$ cat src/design/bfc_pkg.sv
package bfc_pkg;

	// Ring geometry; DEPTH is kept a multiple of LANES so that consecutive bytes fall
	// into distinct lanes, also across the wrap.
	localparam int DEPTH      = 1024;
	localparam int LANES      = 4;
	localparam int LANE_W     = 2;
	localparam int PTR_W      = $clog2(DEPTH);
	localparam int SUM_W      = PTR_W + 1;
	localparam int CNT_W      = $clog2(DEPTH + 1);
	localparam int OFS_W      = 10;
	localparam int EXT_W      = ((PTR_W > OFS_W) ? PTR_W : OFS_W) + 1;
	localparam int BANK_DEPTH = DEPTH / LANES;

	localparam logic [2:0] CMD_PUSH       = 3'd0;
	localparam logic [2:0] CMD_POP        = 3'd1;
	localparam logic [2:0] CMD_PEEK       = 3'd2;
	localparam logic [2:0] CMD_CLEAR      = 3'd3;
	localparam logic [2:0] CMD_SET_POPPED = 3'd4;
	localparam logic [2:0] CMD_SET_QUEUED = 3'd5;

	typedef struct packed {
		logic [2:0]  command;
		logic [31:0] push_data;
		logic [2:0]  byte_count;
		logic [9:0]  peek_offset;
		logic [7:0]  new_checksum;
	} in_t;

	typedef struct packed {
		logic [31:0] read_data;
		logic [7:0]  old_checksum;
		logic [10:0] fill_level;
		logic        is_empty;
		logic        overflowed;
		logic [7:0]  popped_sum;
		logic [7:0]  queued_sum;
	} out_t;

	typedef struct packed {
		logic             en;
		logic             wr;
		logic [PTR_W-1:0] start;
		logic [2:0]       count;
		logic [31:0]      data;
	} lane_req_t;

	typedef enum logic {
		ST_IDLE,
		ST_DONE
	} st_t;

	function automatic logic [PTR_W-1:0] ring_add(input logic [PTR_W-1:0] p,
			input logic [2:0] k);
		logic [SUM_W-1:0] s;
		s = {1'b0, p} + SUM_W'(k);
		if (s >= SUM_W'(DEPTH)) begin
			s = s - SUM_W'(DEPTH);
		end
		return s[PTR_W-1:0];
	endfunction

	// Zero every byte at or above position k.
	function automatic logic [31:0] mask_bytes(input logic [31:0] w, input logic [2:0] k);
		logic [31:0] r;
		for (int i = 0; i < 4; i++) begin
			r[8*i +: 8] = (3'(i) < k) ? w[8*i +: 8] : 8'h00;
		end
		return r;
	endfunction

	function automatic logic [7:0] byte_sum(input logic [31:0] w);
		logic [7:0] s;
		s = 8'h00;
		for (int i = 0; i < 4; i++) begin
			s = s + w[8*i +: 8];
		end
		return s;
	endfunction

endpackage

$ cat src/design/bfc_merge.sv
module bfc_merge (
	input  logic [bfc_pkg::LANES-1:0][7:0] lane_rd,
	input  logic [bfc_pkg::LANE_W-1:0]     start_lo,
	input  logic [2:0]                     count,
	output logic [31:0]                    read_data,
	output logic [7:0]                     sum
);

	logic [31:0] gathered;

	// Rotate lane bytes back into word order, then drop missing bytes.
	always_comb begin
		for (int i = 0; i < 4; i++) begin
			gathered[8*i +: 8] = lane_rd[start_lo + bfc_pkg::LANE_W'(i)];
		end
		read_data = bfc_pkg::mask_bytes(gathered, count);
		sum       = bfc_pkg::byte_sum(read_data);
	end

endmodule

$ cat config.mk
export PLATFORM = sky130hd
export DESIGN_NAME = bfc_merge
export DESIGN_NICKNAME = d
export VERILOG_FILES = /design/src/design/bfc_pkg.sv /design/src/design/bfc_merge.sv
export SDC_FILE = /design/constraint.sdc
export NUM_CORES = 1
export LEC_CHECK = 0
export ABC_AREA = 1
export ABC_CLOCK_PERIOD_IN_PS = 5950
export BUFFER_PORTS_ARGS = -buffer_cell sky130_fd_sc_hd__buf_2
export CELL_PAD_IN_SITES_DETAIL_PLACEMENT = 1
export CELL_PAD_IN_SITES_GLOBAL_PLACEMENT = 1
export CORE_UTILIZATION = 30
export DETAILED_ROUTE_END_ITERATION = 8
export PLACE_DENSITY = 0.83
export SETUP_SLACK_MARGIN = 0.05
export SYNTH_ARGS = -nofsm -noshare
export SYNTH_HDL_FRONTEND = slang
export SYNTH_SLANG_ARGS = --single-unit
$ cat constraint.sdc
create_clock -name vclk -period 5.95
set_input_delay 1.19 -clock vclk [all_inputs]
set_output_delay 1.19 -clock vclk [all_outputs]
set_load 0.03 [all_outputs]
==> summary.txt <==
Floorplan
  • I/O Pins: 77
  • Die Y: ~77 um
  • Die area: 5930 um^2
  • Initial Util: between 30% and 40%
  • Die W: 77.0 um
  • Total core area: between 5000 and 6000 um^2
  • # rows: 26

Timing
  • Rel. slew slack: between 70% and 80%
  • Endpoints failing hold: 0
  • Hold_ws: roughly 2.8 ns
  • Minimum clock period: around 5.7 ns
  • Final setup vio count: 0
  • TNS Setup: 0 ns
  • Final setup margin: about 0.26 ns
  • Worst slew pin tran: 0.371 ns
  • Max-slew violations: 0
  • Period utilization: 95.6%
  • Highest clock rate: approximately 180 MHz

Power and ir drop
  • VDD IR max: roughly 0.27 mV
  • Cell area power density: 285 nW/um^2
  • Leak: ~1.3 nW

Setup path
  • Worst Path Arrival: 4.50 ns
  • Worst EP required: between 4 and 5 ns
  • CP startpoint kind: input pin
  • Classification of the worst setup path: in2out
  • Crit path max fanout: 6
  • Crit end category: output pin

Global route
  • Largest net degree at the start of global routing: 33
  • First-pass GRT wire length: about 11000 um
  • Antenna violations before repair: 0
  • Vias in the first global route: 2375
  • Tot GR Track Use: a little over a fifth
  • Global route total overflow: 0

Drt
  • Post-DR vias/cell: ~4.9
  • Wire length per cell: between 10 and 15 um
  • DRT Wirelength: 6340 um
  • DR iter-0 viols: a little under 80
  • Via count: 2198
  • Remaining DRCs: 0
  • TritonRoute pass-1 iters: 4
  • Antenna viol nets, final: 0

Final layout
  • # diodes: 0
  • Area Growth Syn to Fin: 35.6%
  • Clock buf count: 0
  • Post-layout nets: between 400 and 500
  • Final Util: 43.5%
  • Layout cells sized above 1: around a third
  • Register area: 0 um^2
  • Non-filler cells in the finished layout: ~450
  • Seq_cells: 0

Placement
  • Count of input and output buffers: 77
  • Placed instance count: roughly 450
  • GP Congestion: roughly 0.9
  • Pre-CTS setup slack: about 0.016 ns
  • DP HPWL: 5340 um

Job
  • Max Cap Viol: 0

Synth
  • Cells after Synth: around 310
  • Synth warnings: 0
  • Syn Nets: roughly 370
  • Sequential share of the synthesized area: 0%
  • Post-synthesis area per instance: between 5 and 6 um^2
  • Mapped cell area: roughly 1700 um^2
  • Synth unique cells: 30

Run status
  • Status: finished clean

Min path
  • HP Class: in2out

Clocking
  • Hold_buf cts: 0
-- synthesized netlist by cell type, types with 2 or more instances --
master	n	area, um^2
clkbuf_1	3	11.3
buf_6	2	22.5
a31oi_1	4	25.0
o21ai_0	48	240
nand2_2	8	50.1
ha_1	7	87.6
buf_2	6	30.0
nand2_1	71	267
o21ai_1	2	10.0
a21oi_1	10	50.1
nor2_1	40	150
xor2_1	2	17.5
buf_4	2	15.0
fa_1	14	280
xnor2_1	2	17.5
nand3_1	13	65.1
inv_1	59	221
nor3_2	4	40.0
-- layout make-up --
type               count  area, um^2
well taps             70        87.6
repair buffers        87         479
multi-input cells    234        1480
inverters             62         240
fillers              789        2980
-- worst max-delay path, stage by stage --
cell and delay (ns):
clkbuf_4 0.17, o21ai_0 0.26, o21ai_0 0.18, a31oi_4 0.21, fa_1 0.45, fa_1 0.50
ha_1 0.16, inv_1 0.06, fa_2 0.40, nor3_2 0.24, nor2_1 0.10, nand3_1 0.09
nand2_1 0.06, nor2_1 0.19, nor2_4 0.05, buf_2 0.17
-- placed cells by master (no fill, tap or decap), types with 2 or more instances in the layout --
cell / instances
buf_4: 8
nor2_2: 3
a21oi_2: 3
nor2_1: 37
a31oi_4: 2
xnor2_1: 2
ha_1: 4
inv_1: 59
xor2_1: 2
o21ai_1: 8
nand2_1: 71
buf_2: 76
nor3_2: 5
o21ai_0: 42
a21oi_1: 7
ha_4: 3
nand3_1: 13
nor2_4: 2
nand2_2: 8
fa_1: 13
-- power by group --
part	internal [mW]	total, mW	leakage [nW]	switching, mW
Sequential	0	0	0	0
Clock	0	0	0	0
Combinational	0.224	0.653	1.31	0.429
-- layer usage --
| layer | vias to the layer above | routed length [um] | GRT usage [%] |
|---|---|---|---|
| li1 | 1107 | - | - |
| met5 | - | 0 | 0 |
| met2 | 57 | 3360 | 42.4 |
| met4 | 0 | 61 | 3.77 |
| met1 | 1026 | 2690 | 25.2 |
| met3 | 8 | 234 | 1.67 |
-- through the flow --
step	cell area, um^2	power [mW]
global placement	2200	0.578
global route	2290	0.714
floorplan	1730	0.444
detailed placement	2200	0.600
finish	2290	0.653
CTS	2210	0.602
-- path summary, 6_finish.rpt --
path / cells after the start / startpoint / to / slack (ns)
hold / removal: 4 / count[2] / read_data[24] / 2.84
setup / recovery: 16 / start_lo[0] / sum[7] / 0.26
-- what timing repair did --
| item | in CTS | in global routing |
|---|---|---|
| endpoints found under the hold margin | 0 | 0 |
| setup buffers | 0 | 0 |
| gates cloned | 0 | 0 |
| pin swaps | 0 | 0 |
| endpoints found under the setup margin | 1 | 2 |
| gates resized for setup | 1 | 21 |
-- cell families (layout without fill, tap and decap cells) --
family	count (synthesis)	count (layout)	share of synthesized area [%]
xor gates and xnor gates	4	4	2.07
and+or+nand+nor	143	143	37.0
adders and majority gates	21	21	21.8
AOI/OAI and AO/OA	66	66	20.2
buffers and inverters	75	149	18.9
Note: power is estimated with default switching activity, not from simulation.
